File: src/rtl/dq_pkg.sv
// ---------------------------------------------------------------------------
// dq_pkg : shared types and constants of the deque engine
// Capacity, field widths, opcode and status codes, cell commands and the
// control bundle that the sequencer broadcasts to the row of cells.
// ---------------------------------------------------------------------------
package dq_pkg;

   localparam int CAPACITY = 64;
   localparam int IDX_W    = $clog2(CAPACITY);
   localparam int CNT_W    = $clog2(CAPACITY + 1);
   localparam int DATA_W   = 64;
   localparam int OP_W     = 4;
   localparam int STAT_W   = 3;

   typedef enum logic [OP_W-1:0] {
      OP_PUSHF = 4'd0,
      OP_PUSHB = 4'd1,
      OP_POPF  = 4'd2,
      OP_POPB  = 4'd3,
      OP_FRONT = 4'd4,
      OP_BACK  = 4'd5,
      OP_SIZE  = 4'd6,
      OP_EMPTY = 4'd7,
      OP_CLEAR = 4'd8,
      OP_PRINT = 4'd9,
      OP_EXIT  = 4'd10
   } op_type;

   typedef enum logic [STAT_W-1:0] {
      STAT_VALUE      = 3'd0,
      STAT_OK         = 3'd1,
      STAT_EMPTY_ERR  = 3'd2,
      STAT_SIZE       = 3'd3,
      STAT_EMPTY_FLAG = 3'd4,
      STAT_EMPTY_LIST = 3'd5,
      STAT_BYE        = 3'd6,
      STAT_FULL       = 3'd7
   } status_type;

   typedef enum logic [1:0] {
      ST_IDLE  = 2'd0,
      ST_PRINT = 2'd1,
      ST_HALT  = 2'd2
   } state_type;

   typedef enum logic [2:0] {
      CELL_HOLD   = 3'd0,
      CELL_PUSHF  = 3'd1,
      CELL_PUSHB  = 3'd2,
      CELL_POPF   = 3'd3,
      CELL_ROTATE = 3'd4
   } cell_cmd_type;

   typedef struct packed {
      cell_cmd_type     cmd;
      logic [CNT_W-1:0] count;
   } cell_ctrl_type;

   localparam int ADDR_W      = 3;
   localparam int CSR_DATA_W  = 32;

endpackage

File: src/rtl/dq_cell.sv
// ---------------------------------------------------------------------------
// dq_cell : one storage cell of the deque row
// Holds the element at its position from the front and moves data to or
// from its neighbours as the broadcast command says.
// ---------------------------------------------------------------------------
module dq_cell (
   input  logic                       clock,
   input  dq_pkg::cell_ctrl_type      cell_ctrl,
   input  logic [dq_pkg::IDX_W-1:0]   cell_index,
   input  logic [dq_pkg::DATA_W-1:0]  prev_value,
   input  logic [dq_pkg::DATA_W-1:0]  next_value,
   input  logic [dq_pkg::DATA_W-1:0]  front_value,
   input  logic [dq_pkg::DATA_W-1:0]  push_value,
   output logic [dq_pkg::DATA_W-1:0]  value,
   output logic [dq_pkg::DATA_W-1:0]  tap_value
);

   logic [dq_pkg::DATA_W-1:0] value_ff;
   logic [dq_pkg::DATA_W-1:0] value_in;
   logic [dq_pkg::CNT_W-1:0]  pos;
   logic [dq_pkg::CNT_W-1:0]  pos_next;

   assign pos      = dq_pkg::CNT_W'(cell_index);
   assign pos_next = pos + dq_pkg::CNT_W'(1);

   // choose the new content of this cell
   always_comb begin
      value_in = value_ff;
      case (cell_ctrl.cmd)
         dq_pkg::CELL_PUSHF: begin
            value_in = prev_value;
         end
         dq_pkg::CELL_PUSHB: begin
            if (pos == cell_ctrl.count) begin
               value_in = push_value;
            end
         end
         dq_pkg::CELL_POPF: begin
            value_in = next_value;
         end
         dq_pkg::CELL_ROTATE: begin
            if (pos_next == cell_ctrl.count) begin
               value_in = front_value;
            end else if (pos_next < cell_ctrl.count) begin
               value_in = next_value;
            end
         end
         default: begin
            value_in = value_ff;
         end
      endcase
   end

   // hold the element
   always_ff @(posedge clock) begin
      value_ff <= value_in;
   end

   assign value     = value_ff;
   // offer the element when this cell is the back of the queue
   assign tap_value = (pos_next == cell_ctrl.count) ? value_ff : '0;

endmodule

File: config.mk
export PLATFORM = sky130hd
export DESIGN_NAME = dq_cell
export DESIGN_NICKNAME = d
export VERILOG_FILES = /design/src/rtl/dq_pkg.sv /design/src/rtl/dq_cell.sv
export SDC_FILE = /design/constraint.sdc
export NUM_CORES = 1
export LEC_CHECK = 0
export ABC_AREA = 1
export BUFFER_PORTS_ARGS = -buffer_cell sky130_fd_sc_hd__clkbuf_2
export CORE_AREA = 2 2 157 159
export DETAILED_ROUTE_END_ITERATION = 8
export DIE_AREA = 0 0 159 161
export SLEW_MARGIN = 10
export SYNTH_ARGS = -nofsm -noshare
export SYNTH_HDL_FRONTEND = slang
export SYNTH_SLANG_ARGS = --single-unit
File: constraint.sdc
create_clock -name clock -period 10.75 [get_ports clock]
set_input_delay 1.075 -clock clock [delete_from_list [all_inputs] [get_ports clock]]
set_output_delay 1.075 -clock clock [all_outputs]
set_load 0.05 [all_outputs]
==> impl_metrics.env, run 1 <==
export IMPL_fp_dieH_um=161
export IMPL_syn_to_final_growth_pct=44.9
export IMPL_worstSetupPathType="in2out"
export IMPL_io_buffers=400
export IMPL_grt_usage_pct=17.1
export IMPL_setup_violations_final=0
export IMPL_post_drt_via_cell_ratio=4.48
export IMPL_numClockSinks=64
export IMPL_dp_cells=1522
export IMPL_synth_area_per_cell_um2=6.58
export IMPL_critPathMaxFanout=70
export IMPL_wl_per_cell_um=14.8
export IMPL_rsz0062_at_grt="no"
export IMPL_maxCapViolCount=0
export IMPL_ant_nets=0
export IMPL_design_die_area_um2=25600
export IMPL_synth_largest_area_cell="edfxtp_1"
export IMPL_drt_iter0_markers=480
export IMPL_yosysUniqueCellTypes=21
export IMPL_drc=0
export IMPL_initial_core_util_pct=23.2
export IMPL_final_hold_viol_count=0
export IMPL_cts_buffer_depth=2
export IMPL_pin_count=401
export IMPL_worst_ep_arrival_time_ps=3840
export IMPL_place_congestion=0.918
export IMPL_cts_resized=0
export IMPL_drt_first_pass_iters=8
export IMPL_synth_cells=844
export IMPL_wirelength_mm=22.7
export IMPL_fill_cells=2608
export IMPL_numCtsBuffers=9
export IMPL_synth_nets=1125
export IMPL_multi_input_area_um2=2810
export IMPL_tightestPinTransition_ps=964
export IMPL_cts_tree="done"
export IMPL_slew_headroom_pct=35.6
export IMPL_leakagePower_nw=4.48
export IMPL_netlist_top_cells_area="edfxtp_1 (35%), nand2_1 (19%), inv_1 (9.9%)"
export IMPL_clockRootBuffer="clkbuf_16"
export IMPL_grt_pass1_vias=6544
export IMPL_postCtsHoldBufs=0
export IMPL_row_count=57
export IMPL_p_total_uw=982
export IMPL_fmax_mhz=204
export IMPL_antenna_found_initial=0
export IMPL_ys_seq_area_share_pct=34.6
export IMPL_dpl_hpwl_mm=16.9
export IMPL_synth_seq_cells=64
export IMPL_netlist_area_um2=5550
export IMPL_power_density_nw_per_um2=122
export IMPL_final_cell_mix="clkbuf_2 (400), nand2_1 (284), inv_1 (145)"
export IMPL_drive_gt1_share_pct=35.5
export IMPL_nNetsFinal=1490
export IMPL_gr_total_overflow=0
export IMPL_hold_path_class="in2reg"
export IMPL_endpoint_kind="primary output"
export IMPL_final_common_cell="clkbuf_2"
export IMPL_grt_max_degree=71
export IMPL_die_w_um=159
export IMPL_cts_clk_slew_worst_paths_ps=60
export IMPL_fin_crit_ps=4910
export IMPL_grt_pass1_wl_mm=35.0
export IMPL_required_ps=9680
export IMPL_post_cts_buffers=0
export IMPL_final_instance_count_excl_fill=1537
export IMPL_finalMaxSlewViolations=0
export IMPL_tns_ps=0
export IMPL_htree_num_levels=3
export IMPL_start_kind="primary input"
export IMPL_post_route_period_util_pct=45.7
export IMPL_vias=6884
export IMPL_regArea_um2=1920
export IMPL_yosys_warnings=0
export IMPL_stdcell_area_um2=8040
export IMPL_place_area_um2=7760
export IMPL_core_area_um2=24000
export IMPL_status="finished, final reports clean"
export IMPL_vdd_drop_max_mv=0.0422
export IMPL_diodes=0
export IMPL_largest_reg_flops=64
export IMPL_synth_top_cell_area_share_pct=34.6
## synthesized netlist by cell type (all sizes together)
master  instances
nor3            2
nand2         286
clkbuf          8
buf            46
nor3b           1
nand3b         65
nor2           74
nand4          64
a21oi           4
ha              8
nand3          69
edfxtp         64
xor2            4
inv           149
## routing by layer
metal	GRT usage, %	wire length, um
met1	21.1	9480
met2	30.0	11200
met3	3.49	1450
met4	5.58	540
met5	0	0
## power breakdown
group | total [mW] | switching (mW) | internal [mW]
Combinational | 0.350 | 0.252 | 0.0976
Clock | 0.282 | 0.106 | 0.176
Sequential | 0.350 | 0.0268 | 0.323
Total | 0.982 | 0.385 | 0.597
## worst max-delay path, stage by stage
cell and delay, ps:
clkbuf_2 110, ha_1 180, nand3_1 140, nor3b_1 220, ha_1 270, nand2_1 160, nor2_4 60, nand2_4 490
buf_4 690, nor2_1 110, clkbuf_2 270
## final timing paths
kind | from | endpoint | slack, ps | depth (start not counted)
hold / removal | push_value[41] | value[41] | 1040 | 3
setup / recovery | cell_index[1] | tap_value[33] | 5840 | 11
## final cells by class
type	count	share of cell area (%)
Clock inverter	5	0.607
Tap cell	324	5.04
Inverter	149	6.96
Multi-Input combinational cell	577	35.0
Sequential cell	64	23.9
Timing Repair Buffer	408	25.6
Clock buffer	10	2.85
## cell families (layout without fill, tap and decap cells)
logic type / count (synthesis) / count (layout) / share of synthesized area (%)
compound gates: 4 / 4 / 0.361
flops: 64 / 64 / 34.6
xor+xnor: 4 / 4 / 0.631
buf+inv: 203 / 572 / 15.2
simple gates: 561 / 561 / 47.4
fa+ha+maj: 8 / 8 / 1.80
## metrics by stage
| step | hold slack [ps] | util [%] | worst slack, ps |
|---|---|---|---|
| 2_1_floorplan | 1280 | - | 5170 |
| 3_3_place_gp | 1370 | 32.4 | 5850 |
| 3_5_place_dp | 1380 | 32.4 | 5790 |
| 4_1_cts | 1020 | 33.6 | 5820 |
| 5_1_grt | 1040 | 33.6 | 5550 |
| 6_report | 1040 | 33.6 | 5840 |
Power figures use the tool's default switching activity.
==> inputs of run 2 (changes only) <==
Clock period 10.75 ns to 4.5 ns, I/O delays scaled along.
==> run 2 against run 1 <==
Die area is the same. Worst hold slack worse by 630 ps. Critical endpoint is now tap_value[46]. Global-route usage grew 0.39 points. Largest cell class unchanged. First-iteration DRC count grew 2.9%. Final area increased by 0.65%. Sequential power rose by 140%.
==> impl_metrics.env, run 2 (synthesis results as in run 1) <==
export IMPL_cts_clk_slew_worst_paths_ps=60
export IMPL_final_instance_count_excl_fill=1542
export IMPL_drt_first_pass_iters=5
export IMPL_maxCapViolCount=0
export IMPL_final_common_cell="clkbuf_2"
export IMPL_largest_reg_flops=64
export IMPL_syn_to_final_growth_pct=45.8
export IMPL_hold_path_class="in2reg"
export IMPL_vias=6939
export IMPL_place_ws_ps=1460
export IMPL_initial_core_util_pct=23.2
export IMPL_final_hold_viol_count=0
export IMPL_drt_iter0_markers=494
export IMPL_wirelength_mm=23.1
export IMPL_row_count=57
export IMPL_ant_nets=0
export IMPL_rsz0062_at_grt="no"
export IMPL_critPathLaunch="cell_index[1]"
export IMPL_pin_count=401
export IMPL_grt_pass1_vias=6626
export IMPL_status="finished, final reports clean"
export IMPL_required_ps=4050
export IMPL_dpl_hpwl_mm=17.3
export IMPL_cts_tree="done"
export IMPL_cts_buffer_depth=2
export IMPL_critPathMaxFanout=28
export IMPL_utilization_pct=33.8
export IMPL_fin_crit_ps=3030
export IMPL_leakagePower_nw=4.51
export IMPL_min_from="prev_value[6]"
export IMPL_p_total_mw=2.38
export IMPL_fp_dieH_um=161
export IMPL_post_drt_via_cell_ratio=4.50
export IMPL_vdd_drop_max_mv=0.126
export IMPL_worst_ep_arrival_time_ps=2580
export IMPL_htree_num_levels=3
export IMPL_die_w_um=159
export IMPL_stdcell_area_um2=8090
export IMPL_nNetsFinal=1494
export IMPL_dp_cells=1526
export IMPL_slew_headroom_pct=43.1
export IMPL_worstSetupPathType="in2out"
export IMPL_design_die_area_um2=25600
export IMPL_setup_violations_final=0
export IMPL_wl_per_cell_um=15.0
export IMPL_place_area_um2=7800
export IMPL_core_area_um2=24000
export IMPL_grt_usage_pct=17.5
export IMPL_drc=0
export IMPL_layout_setup_ws_ps=1470
export IMPL_endpoint_kind="primary output"
export IMPL_antenna_found_initial=0
export IMPL_numCtsBuffers=9
export IMPL_finalMaxSlewViolations=0
export IMPL_post_cts_buffers=0
export IMPL_fmax_mhz=331
export IMPL_timing_hold_ws_ps=411
export IMPL_place_congestion=0.840
export IMPL_numClockSinks=64
export IMPL_grt_max_degree=65
export IMPL_cts_resized=0
export IMPL_start_kind="primary input"
export IMPL_diodes=0
export IMPL_post_route_period_util_pct=67.2
export IMPL_io_buffers=400
export IMPL_postCtsHoldBufs=0
export IMPL_tns_ps=0
export IMPL_tightestPinTransition_ps=852
export IMPL_drive_gt1_share_pct=36.0
export IMPL_grt_pass1_wl_mm=35.8
export IMPL_clockRootBuffer="clkbuf_16"
export IMPL_gr_total_overflow=0
export IMPL_final_cell_mix="clkbuf_2 (400), nand2_1 (284), inv_1 (145)"
export IMPL_power_density_nw_per_um2=294
-- run 2: worst paths after layout --
| kind | slack [ps] | cells after the start | end |
|---|---|---|---|
| worst max-delay path | 1470 | 11 | tap_value[46] |
| worst min-delay path | 410 | 3 | value[6] |
-- run 2: cell type report --
| class | count | area (um2) |
|---|---|---|
| fillers | 2607 | 15900 |
| clock buffers | 9 | 225 |
| inverters | 149 | 559 |
| flip-flops and latches | 64 | 1920 |
| repair buffers | 412 | 2100 |
| multi-input cells | 577 | 2810 |
| clock inverters | 7 | 62.6 |
| well taps | 324 | 405 |
-- run 2: worst max-delay path, cell delays in order --
cell,delay [ps]
clkbuf_2,110
ha_1,190
nand3_1,120
nor3b_1,230
ha_1,280
nand2_1,150
nor2_4,60
nand2_4,280
buf_4,360
nor2_1,70
clkbuf_2,240
-- run 2: metal layers --
| layer | vias to the layer above | track usage (%) | routed length, um |
|---|---|---|---|
| li1 | 3416 | - | - |
| met5 | - | 0 | 0 |
| met4 | 0 | 5.95 | 573 |
| met1 | 3147 | 21.5 | 9410 |
| met3 | 43 | 3.98 | 1680 |
| met2 | 333 | 30.3 | 11500 |
-- run 2: power breakdown --
part / switching, mW / internal, mW / total [mW]
clock: 0.281 / 0.423 / 0.704
combinational: 0.606 / 0.235 / 0.840
sequential: 0.0635 / 0.771 / 0.835
==> inputs of run 3 (changes only) <==
Settings changed: CORE_AREA 2 2 157 159 to 2 2 158 160, DIE_AREA 0 0 159 161 to 0 0 160 162.
Clock period 4.5 ns to 2.8 ns, I/O delays scaled along.
==> run 3 against run 2 <==
Die area increased by 1.3%. Final area increased by 3.3%. Clock-buffer cell count increased by 2. Sequential power increased by 60%. Final cell count increased by 0.13%. Non-clock buffer count increased by 3. Utilization increased by 0.90 points. Global-route usage decreased by 0.17 points. Clock power increased by 45%. Critical path depth unchanged. Critical endpoint is now tap_value[0].
==> impl_metrics.env, run 3 (synthesis results as in run 1) <==
export IMPL_status="finished, final reports clean"
export IMPL_row_count=57
export IMPL_worstSetupPathType="in2out"
export IMPL_grt_pass1_vias=6730
export IMPL_largest_reg_flops=64
export IMPL_diodes=0
export IMPL_finalMaxSlewViolations=0
export IMPL_timing_hold_ws_ps=236
export IMPL_tightestPinTransition_ps=1000
export IMPL_drive_gt1_share_pct=36.6
export IMPL_tns_ps=0
export IMPL_cts_resized=0
export IMPL_slew_headroom_pct=33.2
export IMPL_power_internal_mw=2.23
export IMPL_grt_pass1_wl_mm=35.7
export IMPL_gr_total_overflow=0
export IMPL_wirelength_mm=23.3
export IMPL_post_route_period_util_pct=87.2
export IMPL_seq_power_share_pct=36.0
export IMPL_cts_tree="done"
export IMPL_maxCapViolCount=0
export IMPL_vias=6884
export IMPL_fin_crit_ps=2440
export IMPL_initial_core_util_pct=23.0
export IMPL_worst_ep_arrival_time_ps=2160
export IMPL_grt_max_degree=65
export IMPL_wl_per_cell_um=15.1
export IMPL_stdcell_area_um2=8360
export IMPL_dpl_hpwl_mm=17.6
export IMPL_hold_path_class="in2reg"
export IMPL_pin_count=401
export IMPL_syn_to_final_growth_pct=50.6
export IMPL_final_common_cell="clkbuf_2"
export IMPL_core_area_um2=24100
export IMPL_numClockSinks=64
export IMPL_endpoint_kind="primary output"
export IMPL_drt_iter0_markers=507
export IMPL_post_drt_via_cell_ratio=4.46
export IMPL_cts_buffer_depth=2
export IMPL_cts_clk_slew_worst_paths_ps=60
export IMPL_vdd_drop_max_mv=0.183
export IMPL_critPathMaxFanout=62
export IMPL_p_total_mw=3.73
export IMPL_clockRootBuffer="clkbuf_16"
export IMPL_start_kind="primary input"
export IMPL_utilization_pct=34.7
export IMPL_place_congestion=0.894
export IMPL_post_cts_buffers=0
export IMPL_fmax_mhz=409
export IMPL_final_hold_viol_count=0
export IMPL_postCtsHoldBufs=0
export IMPL_antenna_found_initial=0
export IMPL_numCtsBuffers=9
export IMPL_grt_usage_pct=17.3
export IMPL_fp_dieH_um=162
export IMPL_place_area_um2=8100
export IMPL_leakagePower_nw=4.58
export IMPL_io_buffers=400
export IMPL_crit_chain="clkbuf_2 -> nand3_1 -> nor3_2 -> xor2_1 -> ha_1 -> nand2_1 -> nor2_4 -> nand2_4 -> buf_12 -> nor2_1 -> clkbuf_2"
export IMPL_cp_slowest_cell="clkbuf_2"
export IMPL_switchingPower_mw=1.51
export IMPL_drt_first_pass_iters=5
export IMPL_combinationalPowerShare_pct=36.6
export IMPL_nNetsFinal=1497
export IMPL_crit_top_cell="clkbuf_2"
export IMPL_slowest_delay_ps=290
export IMPL_final_cell_mix="clkbuf_2 (387), nand2_1 (283), inv_1 (145)"
export IMPL_power_density_nw_per_um2=447
export IMPL_sw_frac_of_total_pct=40.4
export IMPL_design_die_area_um2=25900
export IMPL_drc=0
export IMPL_ant_nets=0
export IMPL_setup_violations_final=0
export IMPL_htree_num_levels=3
export IMPL_required_ps=2520
export IMPL_rsz0062_at_grt="no"
export IMPL_pwr_share_clk_pct=27.4
export IMPL_die_w_um=160
[run 3: path summary, 6_finish.rpt]
check | from | endpoint | slack (ps) | cells past startpoint
setup / recovery | cell_index[2] | tap_value[0] | 360 | 11
hold / removal | prev_value[21] | value[21] | 240 | 3
[run 3: critical path: cells and delay by family]
kind	cells	cell delay, ps
simple gates	6	860
buf+inv	3	630
fa+ha+maj	1	280
xor+xnor	1	90
[run 3: area by class of cell]
| type | count | area (um2) |
|---|---|---|
| Clock buffer | 11 | 233 |
| Clock inverter | 4 | 22.5 |
| Fill cell | 2631 | 15700 |
| Inverter | 149 | 559 |
| Multi-Input combinational cell | 577 | 2860 |
| Sequential cell | 64 | 1920 |
| Tap cell | 324 | 405 |
| Timing Repair Buffer | 415 | 2360 |
[run 3: power groups by stage]
| stage | Sequential (mW) | Combinational [mW] | Clock (mW) |
|---|---|---|---|
| 4_1_cts | 1.35 | 1.37 | 1.07 |
| 3_3_place_gp | 1.36 | 1.36 | 0 |
| 6_report | 1.34 | 1.37 | 1.02 |
| 3_5_place_dp | 1.37 | 1.37 | 0 |
| 5_1_grt | 1.36 | 1.47 | 1.12 |
| 2_1_floorplan | 1.80 | 0.423 | 0 |
[run 3: stage by stage]
stage | worst slack [ps] | cells
after CTS | 363 | 1544
after global placement | 292 | 1529
final | 357 | 1544
after floorplan | 6.52 | 844
after global routing | 188 | 1544
after detailed placement | 290 | 1529
[run 3: routing by layer]
| layer | up-vias | track usage (%) | share of wire (%) |
|---|---|---|---|
| li1 | 3423 | - | - |
| met1 | 3107 | 20.7 | 41 |
| met2 | 311 | 30.7 | 50 |
| met3 | 43 | 3.78 | 6.3 |
| met4 | 0 | 6.31 | 2.4 |
| met5 | - | 0 | 0 |
