$ cat src/rtl/dq_pkg.sv
// ---------------------------------------------------------------------------
// dq_pkg : shared types and constants of the deque engine
// Capacity, field widths, opcode and status codes, cell commands and the
// control bundle that the sequencer broadcasts to the row of cells.
// ---------------------------------------------------------------------------
package dq_pkg;

   localparam int CAPACITY = 64;
   localparam int IDX_W    = $clog2(CAPACITY);
   localparam int CNT_W    = $clog2(CAPACITY + 1);
   localparam int DATA_W   = 64;
   localparam int OP_W     = 4;
   localparam int STAT_W   = 3;

   typedef enum logic [OP_W-1:0] {
      OP_PUSHF = 4'd0,
      OP_PUSHB = 4'd1,
      OP_POPF  = 4'd2,
      OP_POPB  = 4'd3,
      OP_FRONT = 4'd4,
      OP_BACK  = 4'd5,
      OP_SIZE  = 4'd6,
      OP_EMPTY = 4'd7,
      OP_CLEAR = 4'd8,
      OP_PRINT = 4'd9,
      OP_EXIT  = 4'd10
   } op_type;

   typedef enum logic [STAT_W-1:0] {
      STAT_VALUE      = 3'd0,
      STAT_OK         = 3'd1,
      STAT_EMPTY_ERR  = 3'd2,
      STAT_SIZE       = 3'd3,
      STAT_EMPTY_FLAG = 3'd4,
      STAT_EMPTY_LIST = 3'd5,
      STAT_BYE        = 3'd6,
      STAT_FULL       = 3'd7
   } status_type;

   typedef enum logic [1:0] {
      ST_IDLE  = 2'd0,
      ST_PRINT = 2'd1,
      ST_HALT  = 2'd2
   } state_type;

   typedef enum logic [2:0] {
      CELL_HOLD   = 3'd0,
      CELL_PUSHF  = 3'd1,
      CELL_PUSHB  = 3'd2,
      CELL_POPF   = 3'd3,
      CELL_ROTATE = 3'd4
   } cell_cmd_type;

   typedef struct packed {
      cell_cmd_type     cmd;
      logic [CNT_W-1:0] count;
   } cell_ctrl_type;

   localparam int ADDR_W      = 3;
   localparam int CSR_DATA_W  = 32;

endpackage

$ cat src/rtl/dq_ctrl.sv
// ---------------------------------------------------------------------------
// dq_ctrl : command sequencer of the deque engine
// Decodes each command beat, keeps the element count, drives the cell row
// and owns the result register, including the multi-beat print listing.
// ---------------------------------------------------------------------------
module dq_ctrl (
   input  logic                        clock,
   input  logic                        reset,
   input  logic                        verbose,
   input  logic                        req_valid,
   output logic                        req_ready,
   input  logic [dq_pkg::OP_W-1:0]     req_opcode,
   input  logic [dq_pkg::DATA_W-1:0]   front_value,
   input  logic [dq_pkg::DATA_W-1:0]   back_value,
   output dq_pkg::cell_ctrl_type       cell_ctrl,
   output logic                        rsp_valid,
   input  logic                        rsp_ready,
   output logic [dq_pkg::STAT_W-1:0]   rsp_status,
   output logic [dq_pkg::DATA_W-1:0]   rsp_result_value,
   output logic                        rsp_last
);

   dq_pkg::state_type          state_ff, state_in;
   logic [dq_pkg::CNT_W-1:0]   count_ff, count_in;
   logic [dq_pkg::CNT_W-1:0]   remain_ff, remain_in;
   logic                       rsp_valid_ff, rsp_valid_in;
   dq_pkg::status_type         rsp_status_ff, rsp_status_in;
   logic [dq_pkg::DATA_W-1:0]  rsp_value_ff, rsp_value_in;
   logic                       rsp_last_ff, rsp_last_in;
   logic                       rsp_load;
   dq_pkg::cell_cmd_type       cell_cmd;
   logic                       out_free;
   logic                       accept;
   logic                       empty;
   logic                       full;
   dq_pkg::op_type             op;

   assign op       = dq_pkg::op_type'(req_opcode);
   assign empty    = (count_ff == '0);
   assign full     = (count_ff == dq_pkg::CNT_W'(dq_pkg::CAPACITY));
   assign out_free = !rsp_valid_ff || rsp_ready;
   assign req_ready = ((state_ff == dq_pkg::ST_IDLE) && out_free)
                    || (state_ff == dq_pkg::ST_HALT);
   assign accept   = req_valid && req_ready;

   // next state
   always_comb begin
      state_in = state_ff;
      unique case (state_ff)
         dq_pkg::ST_IDLE: begin
            if (accept && verbose && (op == dq_pkg::OP_PRINT) && !empty) begin
               state_in = dq_pkg::ST_PRINT;
            end else if (accept && verbose && (op == dq_pkg::OP_EXIT)) begin
               state_in = dq_pkg::ST_HALT;
            end
         end
         dq_pkg::ST_PRINT: begin
            if (out_free && (remain_ff == dq_pkg::CNT_W'(1))) begin
               state_in = dq_pkg::ST_IDLE;
            end
         end
         dq_pkg::ST_HALT: begin
            state_in = dq_pkg::ST_HALT;
         end
         default: begin
            state_in = dq_pkg::ST_IDLE;
         end
      endcase
   end

   // cell commands, count update and result beat
   always_comb begin
      cell_cmd      = dq_pkg::CELL_HOLD;
      count_in      = count_ff;
      remain_in     = remain_ff;
      rsp_load      = 1'b0;
      rsp_status_in = dq_pkg::STAT_OK;
      rsp_value_in  = '0;
      rsp_last_in   = 1'b1;
      unique case (state_ff)
         dq_pkg::ST_IDLE: begin
            if (accept) begin
               unique case (op)
                  dq_pkg::OP_PUSHF, dq_pkg::OP_PUSHB: begin
                     if (full) begin
                        rsp_load      = 1'b1;
                        rsp_status_in = dq_pkg::STAT_FULL;
                     end else begin
                        cell_cmd = (op == dq_pkg::OP_PUSHF) ? dq_pkg::CELL_PUSHF
                                                            : dq_pkg::CELL_PUSHB;
                        count_in = count_ff + dq_pkg::CNT_W'(1);
                        rsp_load = verbose;
                     end
                  end
                  dq_pkg::OP_POPF, dq_pkg::OP_POPB,
                  dq_pkg::OP_FRONT, dq_pkg::OP_BACK: begin
                     rsp_load = 1'b1;
                     if (empty) begin
                        rsp_status_in = dq_pkg::STAT_EMPTY_ERR;
                        rsp_value_in  = '1;
                     end else begin
                        rsp_status_in = dq_pkg::STAT_VALUE;
                        if ((op == dq_pkg::OP_POPF) || (op == dq_pkg::OP_FRONT)) begin
                           rsp_value_in = front_value;
                        end else begin
                           rsp_value_in = back_value;
                        end
                        if (op == dq_pkg::OP_POPF) begin
                           cell_cmd = dq_pkg::CELL_POPF;
                        end
                        if ((op == dq_pkg::OP_POPF) || (op == dq_pkg::OP_POPB)) begin
                           count_in = count_ff - dq_pkg::CNT_W'(1);
                        end
                     end
                  end
                  dq_pkg::OP_SIZE: begin
                     rsp_load      = 1'b1;
                     rsp_status_in = dq_pkg::STAT_SIZE;
                     rsp_value_in  = dq_pkg::DATA_W'(count_ff);
                  end
                  dq_pkg::OP_EMPTY: begin
                     rsp_load      = 1'b1;
                     rsp_status_in = dq_pkg::STAT_EMPTY_FLAG;
                     rsp_value_in  = dq_pkg::DATA_W'(empty);
                  end
                  dq_pkg::OP_CLEAR: begin
                     if (verbose) begin
                        count_in = '0;
                        rsp_load = 1'b1;
                     end
                  end
                  dq_pkg::OP_PRINT: begin
                     if (verbose) begin
                        if (empty) begin
                           rsp_load      = 1'b1;
                           rsp_status_in = dq_pkg::STAT_EMPTY_LIST;
                        end else begin
                           remain_in = count_ff;
                        end
                     end
                  end
                  dq_pkg::OP_EXIT: begin
                     if (verbose) begin
                        rsp_load      = 1'b1;
                        rsp_status_in = dq_pkg::STAT_BYE;
                     end
                  end
                  default: begin
                     rsp_load = 1'b0;
                  end
               endcase
            end
         end
         dq_pkg::ST_PRINT: begin
            // emit the front and rotate it to the back
            if (out_free) begin
               rsp_load      = 1'b1;
               rsp_status_in = dq_pkg::STAT_VALUE;
               rsp_value_in  = front_value;
               rsp_last_in   = (remain_ff == dq_pkg::CNT_W'(1));
               cell_cmd      = dq_pkg::CELL_ROTATE;
               remain_in     = remain_ff - dq_pkg::CNT_W'(1);
            end
         end
         dq_pkg::ST_HALT: begin
            rsp_load = 1'b0;
         end
         default: begin
            rsp_load = 1'b0;
         end
      endcase
   end

   assign rsp_valid_in = rsp_load ? 1'b1 : (rsp_ready ? 1'b0 : rsp_valid_ff);

   // control registers
   always_ff @(posedge clock) begin
      if (reset) begin
         state_ff     <= dq_pkg::ST_IDLE;
         count_ff     <= '0;
         remain_ff    <= '0;
         rsp_valid_ff <= 1'b0;
      end else begin
         state_ff     <= state_in;
         count_ff     <= count_in;
         remain_ff    <= remain_in;
         rsp_valid_ff <= rsp_valid_in;
      end
   end

   // result payload
   always_ff @(posedge clock) begin
      if (rsp_load) begin
         rsp_status_ff <= rsp_status_in;
         rsp_value_ff  <= rsp_value_in;
         rsp_last_ff   <= rsp_last_in;
      end
   end

   assign cell_ctrl.cmd    = cell_cmd;
   assign cell_ctrl.count  = count_ff;
   assign rsp_valid        = rsp_valid_ff;
   assign rsp_status       = rsp_status_ff;
   assign rsp_result_value = rsp_value_ff;
   assign rsp_last         = rsp_last_ff;

   // count stays within capacity
   a_count_bound: assert property (@(posedge clock) disable iff (reset)
      count_ff <= dq_pkg::CNT_W'(dq_pkg::CAPACITY))
      else $error("element count above capacity");

   // a listing never runs on an empty queue or past its element count
   a_print_remain: assert property (@(posedge clock) disable iff (reset)
      (state_ff == dq_pkg::ST_PRINT) |-> (remain_ff != '0) && (remain_ff <= count_ff))
      else $error("print listing out of range");

   // a halted block raises no new result beat
   a_halt_silent: assert property (@(posedge clock) disable iff (reset)
      (state_ff == dq_pkg::ST_HALT) |=> !rsp_load)
      else $error("result raised while halted");

   // the cell row rotates only on a loaded beat of a listing
   a_cell_move: assert property (@(posedge clock) disable iff (reset)
      (cell_cmd == dq_pkg::CELL_ROTATE) |-> rsp_load && (state_ff == dq_pkg::ST_PRINT))
      else $error("rotation outside a listing beat");

endmodule

$ cat config.mk
export PLATFORM = sky130hd
export DESIGN_NAME = dq_ctrl
export DESIGN_NICKNAME = d
export VERILOG_FILES = /design/src/rtl/dq_pkg.sv /design/src/rtl/dq_ctrl.sv
export SDC_FILE = /design/constraint.sdc
export NUM_CORES = 1
export LEC_CHECK = 0
export ABC_AREA = 1
export BUFFER_PORTS_ARGS = -buffer_cell sky130_fd_sc_hd__buf_2
export CAP_MARGIN = 40
export CORE_AREA = 4 4 110 112
export CTS_CLUSTER_SIZE = 16
export DETAILED_ROUTE_END_ITERATION = 6
export DIE_AREA = 0 0 114 116
export PLACE_DENSITY_LB_ADDON = 0.12
export SLEW_MARGIN = 20
export SYNTH_ARGS = -nofsm -noshare
export SYNTH_HDL_FRONTEND = slang
export SYNTH_SLANG_ARGS = --single-unit
$ cat constraint.sdc
create_clock -name clock -period 3.6 [get_ports clock]
set_clock_uncertainty 0.2 [all_clocks]
set_input_delay 0.36 -clock clock [delete_from_list [all_inputs] [get_ports clock]]
set_output_delay 0.36 -clock clock [all_outputs]
set_load 0.02 [all_outputs]
==> results of run 1 <==
power breakdown:
part	switching [mW]	leakage [nW]	total, mW	internal (mW)
registers	0.0170	0.774	1.13	1.12
clock network	0.374	0.154	1.00	0.627
logic	0.357	2.30	0.560	0.203
layout make-up:
cell class / instances / share of cell area
clock inverters: 4 / 0.0104
repair buffers: 224 / 0.168
flip-flops and latches: 85 / 0.343
multi-input cells: 483 / 0.363
inverters: 102 / 0.0551
clock buffers: 12 / 0.0354
well taps: 143 / 0.0257
critical path, stage by stage, from the launching register on:
cell                      delay [ns]
sky130_fd_sc_hd__dfxtp_1        0.36
sky130_fd_sc_hd__inv_1          0.09
sky130_fd_sc_hd__nor2_2         0.35
sky130_fd_sc_hd__inv_1          0.20
sky130_fd_sc_hd__nor2_4         0.13
sky130_fd_sc_hd__buf_4          0.54
sky130_fd_sc_hd__buf_2          0.29
worst max path at each step:
stage / slack, ns / endpoint / start
after floorplan: 0.22 / rsp_last / count_ff[4]
after global placement: 1.13 / cell_ctrl[9] / state_ff[0]
after detailed placement: 1.07 / cell_ctrl[9] / state_ff[0]
after CTS: 0.72 / cell_ctrl[9] / state_ff[0]
after global routing: 0.51 / cell_ctrl[9] / state_ff[0]
final: 0.69 / cell_ctrl[9] / state_ff[0]
synthesized netlist by cell type:
library cell | number | area share
sky130_fd_sc_hd__inv_2 | 6 | 0.0041
sky130_fd_sc_hd__xor2_1 | 1 | 0.0016
sky130_fd_sc_hd__clkbuf_1 | 7 | 0.0048
sky130_fd_sc_hd__o21ai_0 | 32 | 0.029
sky130_fd_sc_hd__buf_2 | 18 | 0.017
sky130_fd_sc_hd__nor2_1 | 96 | 0.066
sky130_fd_sc_hd__nand3_2 | 1 | 0.0018
sky130_fd_sc_hd__buf_4 | 7 | 0.0096
sky130_fd_sc_hd__nand2_1 | 141 | 0.097
sky130_fd_sc_hd__and2_1 | 1 | 0.0011
sky130_fd_sc_hd__nand2_2 | 6 | 0.0069
sky130_fd_sc_hd__xnor2_1 | 3 | 0.0048
sky130_fd_sc_hd__ha_1 | 7 | 0.016
sky130_fd_sc_hd__nor3_1 | 1 | 0.00092
sky130_fd_sc_hd__nor2_2 | 4 | 0.0046
sky130_fd_sc_hd__o21bai_1 | 2 | 0.0027
sky130_fd_sc_hd__a31oi_1 | 3 | 0.0034
sky130_fd_sc_hd__buf_1 | 1 | 0.00069
sky130_fd_sc_hd__o21ai_1 | 51 | 0.047
sky130_fd_sc_hd__fa_1 | 1 | 0.0037
sky130_fd_sc_hd__o22ai_1 | 4 | 0.0046
sky130_fd_sc_hd__a211oi_1 | 37 | 0.051
sky130_fd_sc_hd__o31ai_1 | 1 | 0.0014
sky130_fd_sc_hd__inv_1 | 96 | 0.066
sky130_fd_sc_hd__nand3_1 | 32 | 0.029
sky130_fd_sc_hd__a21boi_0 | 1 | 0.0014
sky130_fd_sc_hd__dfxtp_1 | 17 | 0.062
sky130_fd_sc_hd__nor2_4 | 1 | 0.0021
sky130_fd_sc_hd__nand2_4 | 1 | 0.0021
sky130_fd_sc_hd__nand4_1 | 4 | 0.0046
sky130_fd_sc_hd__a21oi_1 | 28 | 0.026
sky130_fd_sc_hd__or2_2 | 1 | 0.0011
sky130_fd_sc_hd__buf_6 | 1 | 0.0021
sky130_fd_sc_hd__nand3b_1 | 3 | 0.0041
sky130_fd_sc_hd__a211oi_2 | 20 | 0.046
sky130_fd_sc_hd__edfxtp_1 | 68 | 0.37
sequential cells by signal, summed over array words and instances (netlist names):
register and cells:
count_ff 7, remain_ff 7, rsp_last 1, rsp_result_value 64, rsp_status 3, rsp_valid 1, state_ff 2
cells by family after synthesis:
kind of cell	count (synthesis)	synth area share
simple gates	292	0.222
compound gates	179	0.212
buf+inv	136	0.104
xor+xnor	4	0.00642
fa+ha+maj	8	0.0197
flops	85	0.436
per-stage QoR:
step,instances,setup slack (ns),util,area (sq um),hold WS [ns]
floorplan,704,0.224,-,5460,0.256
global placement,1037,1.13,0.591,6640,0.283
detailed placement,1037,1.07,0.591,6640,0.296
CTS,1053,0.715,0.620,6950,0.106
global route,1053,0.513,0.620,6950,0.116
finish,1053,0.692,0.620,6950,0.122
per-layer routing:
layer | up-vias | wire length (um) | track usage
met5 | - | 0 | 0
met4 | 0 | 303 | 0.0831
met3 | 28 | 1130 | 0.0381
met2 | 208 | 8340 | 0.420
met1 | 2506 | 6440 | 0.292
li1 | 2764 | - | -
==> impl.org, run 1 <==
** Logic synthesis
- FF+latch count, synth :: 85
- Synthesis handed over a netlist of 704 instances.
- Unique masters post-synth :: 36
- The number of nets handed over by synthesis was 849.
- Number of warnings reported in the yosys synthesis log :: 0
- The average instance in the mapped netlist occupies 7.75 sq um.
- For this run, the register share of the synthesized area comes to 0.436.
- The cell area that synthesis handed to floorplanning was 0.00546 sq mm.

** Worst hold path
- Endpoint of the worst hold-timing path :: rsp_result_value[39]
- Startpoint of the most critical hold path :: front_value[39]
- Min-Delay Path Depth :: 3
- The min-delay analysis places its worst path in the category input port to flip-flop.

** Route
- TritonRoute pass-1 iters :: 5
- Routed Antenna Nets :: 0
- Detail-routed net length per standard cell :: 15.4 um
- For this block, the routed nets add up to 16200 um of wire.
- Routed via count divided by cell count :: 5.23
- The first routing iteration left 475 violations.
- DRC violations left :: 0
- Total vias in the final route :: 5506

** Layout
- The filler cells instantiated in the layout total 1034.
- Leading cell type in the layout, fill and taps excluded :: sky130_fd_sc_hd__buf_2
- Area of the multi-input gates :: 0.00252 sq mm
- The net count of the finished layout is 1050.
- Syn-to-layout area delta :: 27.4%
- Top library cells by usage in the layout, fill and taps aside :: 216 x sky130_fd_sc_hd__buf_2, 140 x sky130_fd_sc_hd__nand2_1, 96 x sky130_fd_sc_hd__inv_1
- 0 antenna diodes ended up in the layout.
- Combined flip-flop and latch cell area :: 0.00238 sq mm
- Layout cells sized above 1 :: 0.307

** Timing
- Summed over all failing endpoints, the final setup total negative slack is 0 ns.
- Minimum clock period :: 2.91 ns
- Count of endpoints failing hold in the final timing report :: 0
- Count of pins over their slew limit :: 0
- Unrepaired setup endpoints after global routing :: no
- Worst relative slew slack :: 0.539
- For the pin with the worst max-slew slack, the measured transition is 0.691 ns.
- Dividing the final minimum period by the clock period gives 0.808.
- Setup violations remaining at the end of the flow were counted as 0.
- Achievable frequency :: 344 MHz

** Setup path
- Critical register-to-register path endpoint :: rsp_result_value[28]
- In this run the critical register-to-register path is launched from state_ff[0].
- Data required time of the critical path :: 3.04 ns
- Slack of the worst reg-to-reg path :: 1.27 ns
- In this run the worst path has a maximum fanout of 65.
- Worst Path Arrival :: 2.35 ns
- Number of cell instances on the worst register-to-register path :: 7
- STA classifies the critical path startpoint as a flip-flop.
- The worst setup path is of the flip-flop to output port kind.
- Worst Setup End Kind :: output port

** CTS
- TritonCTS built the clock tree.
- H-Tree Level Count :: 3
- Post-CTS Hold Buffers :: 0
- Clock-pin slew reported for the worst setup and hold paths after clock tree synthesis :: 0.06 ns
- Post-cts repair resize count :: 0
- The clock passes through at most 2 buffers.
- Once the clock tree was built, the setup fixing pass inserted 0 buffers.
- Clock tree synthesis selected as its root buffer the cell sky130_fd_sc_hd__clkbuf_16.
- Later-pin clock latency in the skew report :: 0.33 ns
- Counting the buffers created by CTS gives 9.
- The clock net in this run drives a total of 85 sinks.

** Power
- Dividing total power by cell area gives a power density of 387 mW/mm^2.
- For this design the static power due to leakage is 3.23 nW.
- Power comes to 2.69 mW.
- IR analysis of the VDD net gives a maximum drop of 0.000261 V.

** Placed design
- Placer's final routability congestion estimate :: 0.874
- Number of I/O port buffers :: 216
- Final HPWL from detailed placement :: 12000 um

** Floorplan
- Core box area :: 0.0112 sq mm
- Die W :: 114 um
- 217 I/O pins were placed.
- The die covers 0.0132 sq mm.
- Starting utilization of the core area :: 0.486
- Overall die height :: 116 um
- The initialized floorplan defines 39 standard-cell rows.

** GRT
- Initial antenna violation count :: 0
- Via count of the first global-routing pass :: 5208
- Wire length of the first global-routing pass :: 25100 um
- Overflow left after global routing :: 0
- For this run, the total global-route usage over all layers was measured as 0.236.
- Entering global routing, the biggest net connects 77 pins.

** Run status
- The flow ran to the end, and the final reports show no timing, DRC or antenna violations.

** Run
- The tool flagged a number of max-cap violations equal to 0.
No activity file was read; power rests on OpenSTA's default activity.
==> run 2: changes to the inputs <==
==> constraint.sdc (replaced) <==
create_clock -name clock -period 2.75 [get_ports clock]
set_clock_uncertainty 0.2 [all_clocks]
set_input_delay 0.275 -clock clock [delete_from_list [all_inputs] [get_ports clock]]
set_output_delay 0.275 -clock clock [all_outputs]
set_load 0.02 [all_outputs]
==> impl.org, run 2 (synthesized netlist as in run 1, its figures left out) <==
** Run status
- Outcome :: completed

** CTS
- The H-tree depth is 3 (unchanged).
- TritonCTS built the clock tree.
- Buffer type at the clock tree root :: sky130_fd_sc_hd__clkbuf_16
- Later-pin clock latency in the skew report :: 0.33 ns (about the same)
- Number of CTS-inserted buffers :: 9 (unchanged)
- The deepest clock path buffer count came to 2 (unchanged).
- Post-CTS Hold Buffers :: 0 (unchanged)
- Clock Sink Count :: 85 (unchanged)
- Clock-pin slew reported for the worst setup and hold paths after clock tree synthesis :: 0.07 ns (about the same)
- Post-cts repair resize count :: 0 (unchanged)
- The setup fix buffers added after clock tree synthesis is 0 (unchanged).

** Floorplan
- Core box area :: 0.0112 sq mm (unchanged)
- Die W :: 114 um (unchanged)
- The y dimension of the die was 116 um (unchanged).
- Ports placed on the boundary :: 217 (unchanged)
- The starting utilization of the core area was 0.486 (unchanged).
- Number of core rows :: 39 (unchanged)
- The die area came to 0.0132 sq mm (unchanged).

** Layout
- Leading cell type in the layout, fill and taps excluded :: sky130_fd_sc_hd__buf_2
- Syn-to-layout area delta :: 29.1%
- Layout cells sized above 1 :: 0.312 (+0.00563)
- The total of fill cells in the finished design was 1003 (-3.0%).
- The flip-flop count of the largest register after layout is 64 (unchanged).
- The total number of nets in the final design is 1056 (+0.57%).
- Top library cells by usage in the layout, fill and taps aside :: 216 x sky130_fd_sc_hd__buf_2, 140 x sky130_fd_sc_hd__nand2_1, 96 x sky130_fd_sc_hd__inv_1

** Power
- The power density over the cells came to 501 mW/mm^2 (+29%).
- Leakage Power :: 3.28 nW (+1.5%)
- The worst IR drop on VDD came to 0.000375 V (+43%).

** Setup path
- The highest fanout seen on the critical path was 62 (-4.6%).
- The depth of the worst register-to-register path was 11 (+4).
- Startpoint types :: flip-flop
- Slowest cell on crit path :: sky130_fd_sc_hd__dfxtp_1
- Sum of buffers and inverters on the critical path :: 4 (unchanged)
- Crit-path most repeated cell :: sky130_fd_sc_hd__inv_1
- By startpoint and endpoint, the worst setup path is classified as flip-flop to output port.
- Traced cell by cell, the critical path runs through inv_1 -> nand2_1 -> nor2_4 -> buf_12 -> o22ai_1 -> nand3_1 -> inv_1 -> buf_2.
- Category of cells accounting for the largest share of critical-path delay :: buffers and inverters
- Slowest Stage Delay on Critical Path :: 0.34 ns (-0.20 ns)
- Worst Path Arrival :: 1.89 ns (-0.46 ns)
- The logic depth of the worst path, buffers included was 8 (+2).
- STA classifies the critical path endpoint as an output port.
- Data required time of the critical path :: 2.28 ns (-0.76 ns)

** Placed design
- Setup slack after placement :: 0.405 ns (-0.669 ns)
- Final HPWL from detailed placement :: 12200 um (+2.2%)
- Number of I/O port buffers :: 216 (unchanged)
- Placer's final routability congestion estimate :: 0.963 (+10%)

** Route
- TritonRoute pass-1 iters :: 6 (+1)
- The total via count in the routed design is 5582 (+1.4%).
- The average routed wire per standard cell came to 15.7 um (+1.9%).
- The via density per instance came to 5.27 (+0.71%).
- Routed Wire Length :: 16600 um (+2.6%)
- Routed Antenna Nets :: 0 (unchanged)
- The iteration-0 DRC count of the detailed router was 392 (-17%).
- DRC violations left :: 0 (unchanged)

** Worst hold path
- HP Class :: input port to flip-flop
- Min-Delay Path Depth :: 3 (unchanged)

** GRT
- Via count of the first global-routing pass :: 5262 (+1.0%)
- Pin count of the biggest net entering global routing :: 67 (-13%)
- Gr usage total :: 0.238 (+0.00165)
- The global route total overflow is 0 (unchanged).
- The number of antenna violations at the first check in global routing came to 0 (unchanged).
- The first-pass GRT wire length was 25500 um (+1.6%).

** Timing
- Of the available clock period, the critical path in the final layout requires 0.859.
- The worst-case setup margin in the final layout is 0.388 ns (-0.304 ns).
- The worst hold slack was 0.0383 ns (-0.0839 ns).
- The setup-violating endpoint count in the final report was 0 (unchanged).
- The total negative slack is 0 ns (unchanged).
- Slew of the pin with the lowest slew margin :: 0.528 ns (-0.163 ns)
- Timing would allow up to 423 MHz.
- Worst relative slew slack :: 0.646 (+0.107)
- Count of pins over their slew limit :: 0 (unchanged)
- Unrepaired setup endpoints after global routing :: no
- The final hold violation count is 0 (unchanged).
- The routed design could run at a clock period as short as 2.36 ns.

** Run
- Max-Cap Viols :: 0 (unchanged)
==> run 2: cell types whose count changed in the layout (fill, tap and decap cells not counted), sizes merged <==
cell | before | now
diode | 0 | 1
clkbuf | 12 | 9
clkinv | 2 | 5
buf | 224 | 230
==> run 2: final cells by class <==
type / count / area (sq um) / share of cell area
clock inverters: 7 / 90.1 / 0.0128
multi-input cells: 483 / 2520 / 0.358
repair buffers: 230 / 1260 / 0.179
clock buffers: 9 / 225 / 0.0320
well taps: 143 / 179 / 0.0254
flip-flops and latches: 85 / 2380 / 0.338
inverters: 102 / 383 / 0.0543
diodes: 1 / 2.50 / 0.000355
==> run 2: final timing paths <==
kind | startpoint | end | slack, ns
max | count_ff[6] | cell_ctrl[8] | 0.39
min | front_value[13] | rsp_result_value[13] | 0.04
max reg2reg | count_ff[6] | remain_ff[0] | 0.50
min reg2reg | remain_ff[4] | remain_ff[4] | 0.31
==> run 2: power breakdown <==
| group | total (mW) | switching [mW] | leakage, nW | internal, mW |
|---|---|---|---|---|
| Combinational | 0.760 | 0.482 | 2.35 | 0.278 |
| Clock | 1.29 | 0.498 | 0.154 | 0.791 |
| Sequential | 1.48 | 0.0191 | 0.774 | 1.46 |
==> run 2: worst min-delay path: stages <==
cell	delay, ns
sky130_fd_sc_hd__buf_2	0.09
sky130_fd_sc_hd__nand2_1	0.04
sky130_fd_sc_hd__o21ai_1	0.05
==> run 2: routing by layer <==
metal	track usage	vias to the layer above	routed length [um]
met5	0	-	0
met4	0.0721	0	258
met3	0.0277	21	975
met2	0.432	208	8540
met1	0.298	2578	6850
li1	-	2775	-
==> run 2: metrics by stage <==
step                      cell area, sq um  power, mW  cells  utilization
after floorplan                       5460       1.98    704            -
after global placement                6730       2.24   1043        0.600
after detailed placement              6730       2.26   1043        0.600
after CTS                             7050       3.54   1059        0.628
after global routing                  7050       3.67   1059        0.628
final                                 7050       3.53   1060        0.628
